===== src/hw/rtl/dls_pkg.sv =====
// shared types, constants and the sigmoid table for the dense sigmoid layer
`timescale 1ns / 1ps

package dls_pkg;

    // store sizes
    localparam int IN_MAX  = 16;
    localparam int OUT_MAX = 16;
    localparam int IN_LIM  = (IN_MAX < 16) ? IN_MAX : 16;
    localparam int OUT_LIM = (OUT_MAX < 16) ? OUT_MAX : 16;
    localparam int IN_AW   = $clog2(IN_MAX);
    localparam int OUT_AW  = $clog2(OUT_MAX);
    localparam int WA_W    = $clog2(IN_MAX * OUT_MAX);

    // field widths
    localparam int IDX_W  = 4;
    localparam int VAL_W  = 16;
    localparam int ACT_W  = 13;
    localparam int SIZE_W = 5;
    localparam int PROD_W = 2 * VAL_W;
    localparam int ACC_W  = PROD_W + $clog2(IN_MAX + 1) + 1;

    // saturation span of the table: [-8, 8) in Q.24
    localparam int SPAN_BIT = 27;
    localparam int FRAC_SH  = 12;

    // queue depths
    localparam int CQ_DEPTH = 4;
    localparam int CQ_AW    = $clog2(CQ_DEPTH);
    localparam int OQ_DEPTH = 2;
    localparam int OQ_AW    = $clog2(OQ_DEPTH);
    localparam int OQ_CW    = $clog2(OQ_DEPTH + 1);

    // configuration port
    localparam int CFG_AW = 1;
    localparam logic [CFG_AW-1:0] REG_IN_SIZE  = 1'b0;
    localparam logic [CFG_AW-1:0] REG_OUT_SIZE = 1'b1;
    localparam logic [SIZE_W-1:0] SIZE_RESET   = 5'd16;

    typedef enum logic [1:0] {
        MODE_WEIGHT = 2'd0,
        MODE_BIAS   = 2'd1,
        MODE_INPUT  = 2'd2,
        MODE_RUN    = 2'd3
    } mode_t;

    typedef enum logic {
        BK_IDLE = 1'b0,
        BK_RUN  = 1'b1
    } bk_state_t;

    // one classified command from the front queue
    typedef struct packed {
        mode_t                   kind;
        logic [IDX_W-1:0]        row;
        logic [IDX_W-1:0]        col;
        logic signed [VAL_W-1:0] value;
    } cmd_t;

    // one activation result
    typedef struct packed {
        logic             last;
        logic [ACT_W-1:0] activation;
        logic [IDX_W-1:0] out_index;
    } res_t;

    typedef logic [ACT_W-1:0] sig_table_t [256];

    // e^(-1/32) in Q.32
    localparam logic [63:0] EXP_STEP = 64'd4162825044;

    // restoring long division, used only while building the table
    function automatic logic [63:0] udiv64(logic [63:0] num, logic [63:0] den);
        logic [63:0] quo;
        logic [64:0] rem;
        quo = '0;
        rem = '0;
        for (int b = 63; b >= 0; b--)
        begin
            rem = {rem[63:0], num[b]};
            if (rem >= {1'b0, den})
            begin
                rem    = rem - {1'b0, den};
                quo[b] = 1'b1;
            end
        end
        return quo;
    endfunction

    // sigmoid at cell midpoints over [-8, 8), Q.12, built at elaboration
    function automatic sig_table_t build_sig_table();
        sig_table_t  t;
        logic [63:0] e;
        logic [63:0] den;
        logic [63:0] q;
        int          i;
        e = 64'd1 << 32;
        for (int m = 1; m <= 255; m++)
        begin
            e = (e * EXP_STEP) >> 32;
            if (m[0])
            begin
                den = (64'd1 << 32) + e;
                q   = udiv64((64'd1 << 44) + (den >> 1), den);
                i   = 128 + ((m - 1) >> 1);
                t[i]       = ACT_W'(q);
                t[255 - i] = ACT_W'(64'd4096 - q);
            end
        end
        return t;
    endfunction

    localparam sig_table_t SIG_TABLE = build_sig_table();

endpackage


===== src/hw/rtl/dls_front.sv =====
// front end: accepts items, classifies them and queues commands
`timescale 1ns / 1ps

module dls_front import dls_pkg::*; (
    input  logic        clk,
    input  logic        rst_n,
    input  logic        s_tvalid,
    output logic        s_tready,
    input  logic [23:0] s_tdata,
    input  logic [1:0]  s_tuser,
    output logic        cmd_valid,
    input  logic        cmd_ready,
    output cmd_t        cmd
);

    cmd_t             q_mem_reg [CQ_DEPTH];
    logic [CQ_AW-1:0] wr_ptr_reg, wr_ptr_next;
    logic [CQ_AW-1:0] rd_ptr_reg, rd_ptr_next;
    logic [CQ_AW:0]   count_reg, count_next;

    cmd_t in_cmd;
    logic row_ok, col_ok, keep, push, pop;

    always_comb
    begin
        in_cmd.kind  = mode_t'(s_tuser);
        in_cmd.row   = s_tdata[3:0];
        in_cmd.col   = s_tdata[7:4];
        in_cmd.value = s_tdata[23:8];
    end

    // loads aimed beyond a store are dropped here
    assign row_ok = (32'(in_cmd.row) < IN_MAX);
    assign col_ok = (32'(in_cmd.col) < OUT_MAX);

    always_comb
    begin
        unique case (in_cmd.kind)
            MODE_WEIGHT: keep = row_ok && col_ok;
            MODE_BIAS:   keep = col_ok;
            MODE_INPUT:  keep = row_ok;
            MODE_RUN:    keep = 1'b1;
            default:     keep = 1'b0;
        endcase
    end

    assign s_tready  = (count_reg != (CQ_AW + 1)'(CQ_DEPTH));
    assign push      = s_tvalid && s_tready && keep;
    assign cmd_valid = (count_reg != '0);
    assign pop       = cmd_valid && cmd_ready;
    assign cmd       = q_mem_reg[rd_ptr_reg];

    assign wr_ptr_next = push ? wr_ptr_reg + 1'b1 : wr_ptr_reg;
    assign rd_ptr_next = pop ? rd_ptr_reg + 1'b1 : rd_ptr_reg;
    assign count_next  = count_reg + (CQ_AW + 1)'(push) - (CQ_AW + 1)'(pop);

    always_ff @(posedge clk or negedge rst_n)
    begin
        if (!rst_n)
        begin
            wr_ptr_reg <= '0;
            rd_ptr_reg <= '0;
            count_reg  <= '0;
        end
        else
        begin
            wr_ptr_reg <= wr_ptr_next;
            rd_ptr_reg <= rd_ptr_next;
            count_reg  <= count_next;
        end
    end

    always_ff @(posedge clk)
    begin
        if (push)
        begin
            q_mem_reg[wr_ptr_reg] <= in_cmd;
        end
    end

endmodule


===== config.mk =====
export PLATFORM = sky130hd
export DESIGN_NAME = dls_front
export DESIGN_NICKNAME = d
export VERILOG_FILES = /design/src/hw/rtl/dls_pkg.sv /design/src/hw/rtl/dls_front.sv
export SDC_FILE = /design/constraint.sdc
export NUM_CORES = 1
export LEC_CHECK = 0
export ABC_CLOCK_PERIOD_IN_PS = 2000
export BUFFER_PORTS_ARGS = -buffer_cell sky130_fd_sc_hd__buf_2
export CAP_MARGIN = 40
export CORE_MARGIN = 1.5
export CORE_UTILIZATION = 50
export CTS_CLUSTER_DIAMETER = 40
export CTS_CLUSTER_SIZE = 8
export DETAILED_ROUTE_END_ITERATION = 8
export PLACE_DENSITY = 0.81
export SYNTH_ARGS = -nofsm -noshare
export SYNTH_HDL_FRONTEND = slang
export SYNTH_SLANG_ARGS = --single-unit
export TNS_END_PERCENT = 30

===== constraint.sdc =====
create_clock -name clk -period 2 [get_ports clk]
set_input_delay 0.1 -clock clk [delete_from_list [all_inputs] [get_ports clk]]
set_output_delay 0.1 -clock clk [all_outputs]
set_load 0.005 [all_outputs]

==> results of run 1 <==
==> worst max-delay path by stage <==
stage / cells past startpoint / slack [ps] / to / start
global placement: 8 / 50 / count_reg[2]$_DFF_PN0_ / count_reg[2]$_DFF_PN0_
finish: 8 / -30 / count_reg[2]$_DFF_PN0_ / count_reg[1]$_DFF_PN0_
CTS: 8 / 0.7 / count_reg[2]$_DFF_PN0_ / count_reg[1]$_DFF_PN0_
detailed placement: 8 / -2 / count_reg[2]$_DFF_PN0_ / count_reg[2]$_DFF_PN0_
global route: 8 / -110 / count_reg[2]$_DFF_PN0_ / count_reg[1]$_DFF_PN0_
floorplan: 9 / 10 / count_reg[2]$_DFF_PN0_ / count_reg[1]$_DFF_PN0_
==> stage by stage <==
step	setup slack, ps	instances
detailed placement	-2.14	347
global placement	48.5	347
finish	-27.1	397
global route	-107	397
CTS	0.732	392
floorplan	13.2	177
==> critical path, stage by stage (launching register included) <==
cell and delay, ps:
dfrtp_2 440, o31a_1 320, ha_1 300, inv_1 60, ha_1 130, inv_1 40, fa_2 340, xnor2_2 170
xnor2_1 140
==> kinds of logic (layout without fill, tap and decap cells) <==
logic type | Yosys count | count (layout)
buffers and inverters | 12 | 127
AND/OR/NAND/NOR | 13 | 13
multiplexers | 26 | 26
XOR/XNOR | 4 | 4
adder cells (fa/ha/maj) | 7 | 7
AO/OA/AOI/OAI | 4 | 4
flip-flops | 111 | 111
==> timing repair <==
action,in CTS,in global routing
buffers inserted,2,5
hold buffers,27,0
endpoints found under the setup margin,1,13
pin swaps,0,1
hold endpoints to repair,111,0
resized for setup,1,1
==> per-layer routing <==
metal	global-route usage	vias up
met5	0	-
met4	0.0674	0
met3	0.0510	17
met2	0.283	61
met1	0.214	1048
li1	-	964
==> cell type report <==
cell class                      instances  area (um2)
Sequential cell                       111        3300
Fill cell                             586        2990
Multi-Input combinational cell         54         900
Timing Repair Buffer                  105         751
Clock buffer                           11         131
Tap cell                              105         131
Clock inverter                          5        32.5
Inverter                                6        22.5
==> synthesized netlist by cell type <==
library cell / count
o31a_1: 1
nor3b_2: 1
mux4_1: 8
o311ai_0: 1
xnor2_1: 3
nand4bb_1: 2
mux4_2: 18
edfxtp_1: 104
buf_6: 1
xor2_1: 1
o211ai_1: 2
nand2_1: 1
nand2b_1: 4
buf_2: 3
and3b_1: 4
ha_1: 6
inv_1: 6
dfrtp_1: 7
or3_1: 1
fa_1: 1
buf_12: 2
==> power groups by stage <==
stage / Combinational, mW / Clock [mW] / Sequential, mW
2_1_floorplan: 1.42 / 0 / 3.26
3_3_place_gp: 2.11 / 0 / 3.34
3_5_place_dp: 2.15 / 0 / 3.38
4_1_cts: 2.26 / 1.19 / 3.32
5_1_grt: 2.62 / 1.28 / 3.31
6_report: 2.38 / 1.15 / 3.27
==> flow_summary.json, run 1 <==
{
  "grt_pass1_wl_um": 10900,
  "finalHoldViolations": 0,
  "endpoint_kind": "flip-flop",
  "seqPwrFrac": 0.481,
  "synth_seq_cells": 111,
  "track_usage": 0.171,
  "drive_gt1_frac": 0.394,
  "synth_top_family_by_area": "multiplexers",
  "cts_tree": "done",
  "clkLatencyLatePin_ps": 370,
  "cts-root-buf": "clkbuf_8",
  "tightest_slew_ps": 585,
  "die_width_um": 95.4,
  "status": "finished, violations left",
  "grt-ovfl-total": 0,
  "htree_levels": 3,
  "max-cap-violations": 0,
  "hp-start": "s_tvalid",
  "postLayoutCellArea_um2": 5270,
  "synth_top_area_share": 0.731,
  "synth-xor-area-share": 0.00820,
  "power_density_nw_per_um2": 1290,
  "p_clk_frac": 0.169,
  "start_util": 0.517,
  "ff2ff_setup_slack_ps": -30,
  "wire_per_inst_um": 17.9,
  "cts.path.max_buffers": 2,
  "grt_pass1_vias": 2164,
  "wl_met1_um": 3040,
  "gp_congestion": 0.816,
  "n_antenna_cell": 0,
  "viasPerCell": 5.26,
  "avgSynthCellArea_um2": 24.1,
  "ys_seq_area_frac": 0.772,
  "criticalPathCategory": "flip-flop to flip-flop",
  "fp.coreArea_um2": 8260,
  "worst_slack_ps": -27.1,
  "drc": 0,
  "worstPathMaxFanout": 3,
  "port_buffers": 57,
  "setup_tns_ps": -27.1,
  "r2r_end": "count_reg[2]$_DFF_PN0_",
  "ant_nets": 0,
  "grt_max_degree": 24,
  "clock_skew_ps": 10.8,
  "dieArea_um2": 9100,
  "dpl_cell_area_um2": 4760,
  "arrival_ps": 2310,
  "rsz0062_at_grt": "true",
  "syn-cell-area_um2": 4270,
  "worstPathRequired_ps": 2280,
  "netlist_top_cells_area": "edfxtp_1 73%, mux4_2 9.5%, mux4_1 4.9%, dfrtp_1 4.1%, ha_1 1.8%",
  "syn_to_final_growth_pct": 23.4,
  "route.top_layer_used": "met4",
  "synth.area.mux_share": 0.144,
  "total_power_mw": 6.79,
  "largest_register_ffs": 104,
  "clock-sinks": 111,
  "leakage_nw": 1.91,
  "synth_largest_area_cell": "edfxtp_1",
  "first_pass_iters": 4,
  "startpoint_type": "flip-flop",
  "synth_warnings": 0,
  "fp.dieH_um": 95.4,
  "ir_drop_mv": 0.905,
  "route.met2.wl_um": 3540,
  "switching_share": 0.287,
  "syn-num-nets": 214,
  "totalWireLength_um": 7120,
  "r2r_cells": 8,
  "maxSlewHeadroom": 0.605,
  "min_to": "wr_ptr_reg[1]$_DFFE_PN0P_",
  "fin_util": 0.638,
  "cts_inserted_buffers": 9,
  "syn_inst": 177,
  "worst_r2r_startpoint": "count_reg[1]$_DFF_PN0_",
  "power_switching_mw": 1.95,
  "p_int_mw": 4.84,
  "drt_iter0_drc": 68,
  "hold_class": "input pin to flip-flop",
  "synth-simple-area-share": 0.0246,
  "synth_cell_types": 21,
  "clkSlewWorstSetupHoldPaths_ps": 90,
  "combPwrFrac": 0.350,
  "dp_hpwl_um": 4420,
  "hold_ws_ps": 71.2,
  "drv_slew": 0,
  "min_period_over_period": 1.01,
  "fin_crit_ps": 2030,
  "layout_common_cells": "104 x edfxtp_1, 57 x buf_2, 27 x dlygate4sd3_1",
  "antenna_found_initial": 0,
  "max_freq_mhz": 493,
  "fin_nets": 324,
  "setup_viol": 1,
  "met3WireLength_um": 383,
  "synth_compound_area_frac": 0.00762,
  "violations": "setup timing",
  "min_path_cells": 3,
  "synth_fa_ha_area_frac": 0.0223,
  "rows": 33,
  "io_pins": 58,
  "vias": 2090,
  "final_common_cell": "edfxtp_1"
}
Power figures use the tool's default switching activity.
==> run 2: changes to the inputs <==
Settings changed: CELL_PAD_IN_SITES_DETAIL_PLACEMENT from default to 2, CELL_PAD_IN_SITES_GLOBAL_PLACEMENT from default to 2, CORE_UTILIZATION 50 to 40, PLACE_DENSITY 0.81 to 0.82.
==> run 2 against run 1 <==
  * The run still ends with setup timing left
  * Register-to-register slack is essentially flat
  * First-iteration DRC count grew 53%
  * Count of clock-buffer cells in the layout shrank 2
  * Clock skew grew 0.78 ps
  * Via count grew 2.5%
  * Global-route usage grew 0.93 points
  * Utilization shrank 12 points
  * Non-clock buffer count shrank 1
  * Die area grew 24%
  * Power grew 3.5%
  * Cell count grew 7.6%
  * Routed wire length grew 37%
  * Critical path type unchanged
  * Critical endpoint unchanged
  * Highest routed layer unchanged
==> flow_summary.json, run 2 (synthesized netlist as in run 1, its figures left out) <==
{
  "status": "finished, violations left",
  "violations": "setup timing",
  "drv_slew": 0,
  "totalWireLength_um": 9750,
  "n_antenna_cell": 0,
  "slowest_delay_ps": 450,
  "max_freq_mhz": 496,
  "worstPathMaxFanout": 3,
  "r2r_end": "count_reg[2]$_DFF_PN0_",
  "critPathCapture": "count_reg[2]$_DFF_PN0_",
  "min_path_cells": 3,
  "min_period_over_period": 1.01,
  "setup_tns_ps": -16.2,
  "vias": 2142,
  "maxSlewHeadroom": 0.719,
  "clkLatencyLatePin_ps": 370,
  "syn_to_final_growth_pct": 25.0,
  "drc": 0,
  "setup_viol": 1,
  "route.met2.wl_um": 5220,
  "dieArea_um2": 11300,
  "track_usage": 0.181,
  "startpoint_type": "flip-flop",
  "grt_pass1_vias": 2379,
  "worst_r2r_startpoint": "count_reg[1]$_DFF_PN0_",
  "layout_common_cells": "104 x edfxtp_1, 57 x buf_2, 27 x dlygate4sd3_1",
  "wl_met1_um": 4120,
  "cts.path.max_buffers": 2,
  "crit_start": "count_reg[1]$_DFF_PN0_",
  "grt_pass1_wl_um": 14300,
  "die_width_um": 106,
  "tightest_slew_ps": 417,
  "htree_levels": 3,
  "gp_congestion": 0.750,
  "grt-ovfl-total": 0,
  "antenna_found_initial": 0,
  "criticalPathCategory": "flip-flop to flip-flop",
  "worstPathRequired_ps": 2260,
  "critPathTopFamily": "adder cells",
  "fp.coreArea_um2": 10300,
  "cts_inserted_buffers": 9,
  "clock-sinks": 111,
  "grt_max_degree": 27,
  "clock_skew_ps": 11.6,
  "viasPerCell": 5.02,
  "max-cap-violations": 0,
  "clkSlewWorstSetupHoldPaths_ps": 100,
  "route.top_layer_used": "met4",
  "io_pins": 58,
  "cts_tree": "done",
  "worst_slack_ps": -16.2,
  "critPathBufInv": 2,
  "rows": 37,
  "cts-root-buf": "clkbuf_8",
  "hold_class": "input pin to flip-flop",
  "fp.dieH_um": 106,
  "ant_nets": 0,
  "first_pass_iters": 4,
  "dp_slack_ps": -13.8,
  "cpMostUsedCell": "ha_4",
  "final_common_cell": "edfxtp_1",
  "worst_path_max_delay_cell": "dfrtp_2",
  "r2r_cells": 8,
  "fin_nets": 323,
  "ir_drop_mv": 0.577,
  "critical_path_depth": 8,
  "power_density_nw_per_um2": 1320,
  "start_util": 0.414,
  "dp_hpwl_um": 6510,
  "met3WireLength_um": 357,
  "finalHoldViolations": 0,
  "drive_gt1_frac": 0.419,
  "port_buffers": 57,
  "rsz0062_at_grt": "true",
  "drt_iter0_drc": 104,
  "largest_register_ffs": 104,
  "arrival_ps": 2280,
  "wire_per_inst_um": 22.8,
  "leakage_nw": 1.92,
  "ff2ff_setup_slack_ps": -20,
  "fin_crit_ps": 2020,
  "path_cells": "o31a_1 -> ha_4 -> inv_4 -> ha_4 -> inv_2 -> fa_2 -> xnor2_2 -> xnor2_1",
  "endpoint_kind": "flip-flop"
}
[run 2: cell types whose count changed in the layout (fill, tap and decap cells not counted), moves of 2 or more]
cell | before | now
inv_1 | 6 | 4
buf_12 | 3 | 1
inv_6 | 1 | 4
ha_4 | 0 | 2
ha_1 | 6 | 4
clkbuf_1 | 2 | 0
[run 2: what timing repair did]
item                                   CTS  global route
pin swaps                                1             6
resized for setup                        2             8
endpoints found under the hold margin  111             0
setup endpoints to repair                1             2
buffers inserted                         2             3
hold buffers                            27             0
[run 2: metrics by stage]
step                      instances   util  hold WS (ps)  area (um2)  total power [mW]
after floorplan                 177      -          -196        4280              4.69
after global placement          379  0.465         -51.3        4800              5.48
after detailed placement        379  0.465         -46.3        4800              5.66
after CTS                       424  0.511          53.7        5280              7.01
after global routing            427  0.517          66.5        5340              7.42
final                           427  0.517          68.6        5340              7.03
[run 2: worst min path at each step]
stage | startpoint | end
after CTS | cmd_ready | rd_ptr_reg[1]$_DFFE_PN0P_
after detailed placement | rst_n | count_reg[2]$_DFF_PN0_
after global routing | cmd_ready | rd_ptr_reg[1]$_DFFE_PN0P_
after floorplan | rst_n | count_reg[0]$_DFF_PN0_
after global placement | rst_n | count_reg[2]$_DFF_PN0_
final | cmd_ready | rd_ptr_reg[1]$_DFFE_PN0P_
[run 2: cell type report]
type                            count  area (um2)
Fill cell                         889        4980
Sequential cell                   111        3300
Multi-Input combinational cell     54         932
Timing Repair Buffer              104         722
Tap cell                          136         170
Clock buffer                        9         124
Clock inverter                      7        63.8
Inverter                            6        25.0
[run 2: worst reg2reg max path, stage by stage (launching register included)]
cell,delay (ps)
dfrtp_2,450
o31a_1,350
ha_4,260
inv_4,50
ha_4,110
inv_2,40
fa_2,390
xnor2_2,140
xnor2_1,120
[run 2: metal layers]
metal,vias up,global-route usage
li1,956,-
met1,1123,0.230
met2,57,0.313
met3,6,0.0484
met4,0,0.0347
met5,-,0
[run 2: report_power, final]
part	switching (mW)	total [mW]	internal, mW
sequential	0.228	3.31	3.09
clock	0.775	1.25	0.480
combinational	1.18	2.46	1.28
==> run 3: changes to the inputs <==
Settings changed: PLACE_DENSITY 0.82 to 0.76.
==> run 3 against run 2 <==
  * The flow now finishes without violations
  * Hold slack better by 2.1 ps
  * Die area is the same
  * Sequential power about the same
  * Via count increased by 1.9%
  * Combinational power rose by 4%
  * Critical path depth rose by 1
  * Sequential share of layout area is 0.75 points lower
  * Worst setup slack improved by 24 ps
  * Global-route usage about the same
==> flow_summary.json, run 3 (synthesized netlist as in run 1, its figures left out) <==
{
  "status": "finished, final reports clean",
  "first_pass_iters": 4,
  "port_buffers": 57,
  "clock_skew_ps": 9.08,
  "ant_nets": 0,
  "power_density_nw_per_um2": 1330,
  "max_freq_mhz": 502,
  "worst_path_max_delay_cell": "dfrtp_2",
  "critPathTopFamily": "adder cells",
  "criticalPathCategory": "flip-flop to flip-flop",
  "setup_viol": 0,
  "grt-ovfl-total": 0,
  "io_pins": 58,
  "vias": 2183,
  "nFillCells": 888,
  "tightest_slew_ps": 467,
  "fp.coreArea_um2": 10300,
  "cts_inserted_buffers": 9,
  "total_power_mw": 7.20,
  "cts_tree": "done",
  "cts-root-buf": "clkbuf_8",
  "drive_gt1_frac": 0.434,
  "clkLatencyLatePin_ps": 370,
  "switching_share": 0.299,
  "fin_crit_ps": 1990,
  "finalHoldViolations": 0,
  "cts.path.max_buffers": 2,
  "power_switching_mw": 2.15,
  "hold_ws_ps": 70.6,
  "die_width_um": 106,
  "postLayoutCellArea_um2": 5410,
  "track_usage": 0.180,
  "largest_register_ffs": 104,
  "drc": 0,
  "fin_nets": 329,
  "min_period_over_period": 0.996,
  "leakage_nw": 1.95,
  "antenna_found_initial": 0,
  "start_util": 0.414,
  "final_common_cell": "edfxtp_1",
  "dieArea_um2": 11300,
  "p_clk_frac": 0.185,
  "maxSlewHeadroom": 0.685,
  "dpl_cell_area_um2": 4820,
  "dp_cells": 380,
  "drv_slew": 0,
  "combPwrFrac": 0.357,
  "syn_to_final_growth_pct": 26.6,
  "clock-sinks": 111,
  "cpMostUsedCell": "ha_4",
  "setup_tns_ps": 0,
  "clkSlewWorstSetupHoldPaths_ps": 100,
  "instances_no_fill": 433,
  "fp.dieH_um": 106,
  "critPathBufInv": 2,
  "rsz0062_at_grt": "true",
  "path_cells": "nor3b_4 -> nand2b_4 -> ha_4 -> inv_4 -> ha_4 -> inv_2 -> fa_2 -> xnor2_2 -> xnor2_1",
  "seqPwrFrac": 0.458,
  "startpoint_type": "flip-flop",
  "totalWireLength_um": 9370,
  "drt_iter0_drc": 63,
  "wire_per_inst_um": 21.6,
  "rows": 37,
  "ir_drop_mv": 0.618,
  "worstPathRequired_ps": 2270,
  "gp_congestion": 0.665,
  "p_int_mw": 5.05,
  "viasPerCell": 5.04,
  "worstPathMaxFanout": 3,
  "arrival_ps": 2260,
  "grt_pass1_wl_um": 14500,
  "dp_hpwl_um": 6240,
  "endpoint_kind": "flip-flop",
  "n_antenna_cell": 0,
  "grt_pass1_vias": 2472,
  "max-cap-violations": 0,
  "htree_levels": 3,
  "layout_common_cells": "104 x edfxtp_1, 57 x buf_2, 27 x dlygate4sd3_1",
  "hold_class": "input pin to flip-flop",
  "grt_max_degree": 21,
  "slowest_delay_ps": 450
}
## run 3: cell types whose count changed in the layout (fill, tap and decap cells not counted), sizes merged
| cell | before | now |
|---|---|---|
| buf | 77 | 83 |
| bufinv | 0 | 1 |
| clkinv | 2 | 3 |
| inv | 10 | 8 |
## run 3: final cells by class
type / count / area [um2] / share of cell area
Sequential cell: 111 / 3300 / 0.611
Multi-Input combinational cell: 54 / 937 / 0.173
Timing Repair Buffer: 110 / 776 / 0.143
Tap cell: 136 / 170 / 0.0315
Clock buffer: 9 / 124 / 0.0229
Clock inverter: 7 / 71.3 / 0.0132
Inverter: 6 / 25.0 / 0.00463
## run 3: final timing paths
kind                                      startpoint                   endpoint  slack (ps)  cells after the start
min in group asynchronous                      rst_n  rd_ptr_reg[0]$_DFFE_PN0P_          80                      2
min reg2reg                wr_ptr_reg[1]$_DFFE_PN0P_  wr_ptr_reg[1]$_DFFE_PN0P_         640                      2
min                                        cmd_ready  rd_ptr_reg[1]$_DFFE_PN0P_          70                      3
max                           count_reg[1]$_DFF_PN0_     count_reg[2]$_DFF_PN0_           8                      9
max in group asynchronous                      rst_n  rd_ptr_reg[0]$_DFFE_PN0P_        1740                      2
max reg2reg                   count_reg[1]$_DFF_PN0_     count_reg[2]$_DFF_PN0_           8                      9
## run 3: power groups by stage
stage          sequential [mW]  combinational (mW)  clock (mW)
2_1_floorplan             3.26                1.42           0
3_3_place_gp              3.33                2.19           0
3_5_place_dp              3.39                2.30           0
4_1_cts                   3.33                2.43        1.37
5_1_grt                   3.34                2.80        1.46
6_report                  3.29                2.57        1.33
## run 3: repair_timing
item,in CTS,in global routing
setup buffers,3,7
gates resized for setup,2,7
setup endpoints to repair,11,11
pin swaps,1,5
hold buffers,27,0
hold endpoints to repair,111,0
## run 3: worst min-delay path, cell delays in order
cell	delay, ps
buf_2	110
o311ai_0	120
xnor2_1	80
## run 3: layer usage
layer | share of wire | vias up | global-route usage
li1 | - | 969 | -
met1 | 0.40 | 1147 | 0.217
met2 | 0.54 | 58 | 0.319
met3 | 0.046 | 9 | 0.0478
met4 | 0.0093 | 0 | 0.0502
met5 | 0 | - | 0
## run 3: stage by stage
| step | worst slack [ps] | util |
|---|---|---|
| detailed placement | -85.4 | 0.467 |
| global placement | 17.1 | 0.467 |
| global route | -70.3 | 0.524 |
| finish | 7.56 | 0.524 |
| CTS | -40.9 | 0.515 |
| floorplan | 13.2 | - |
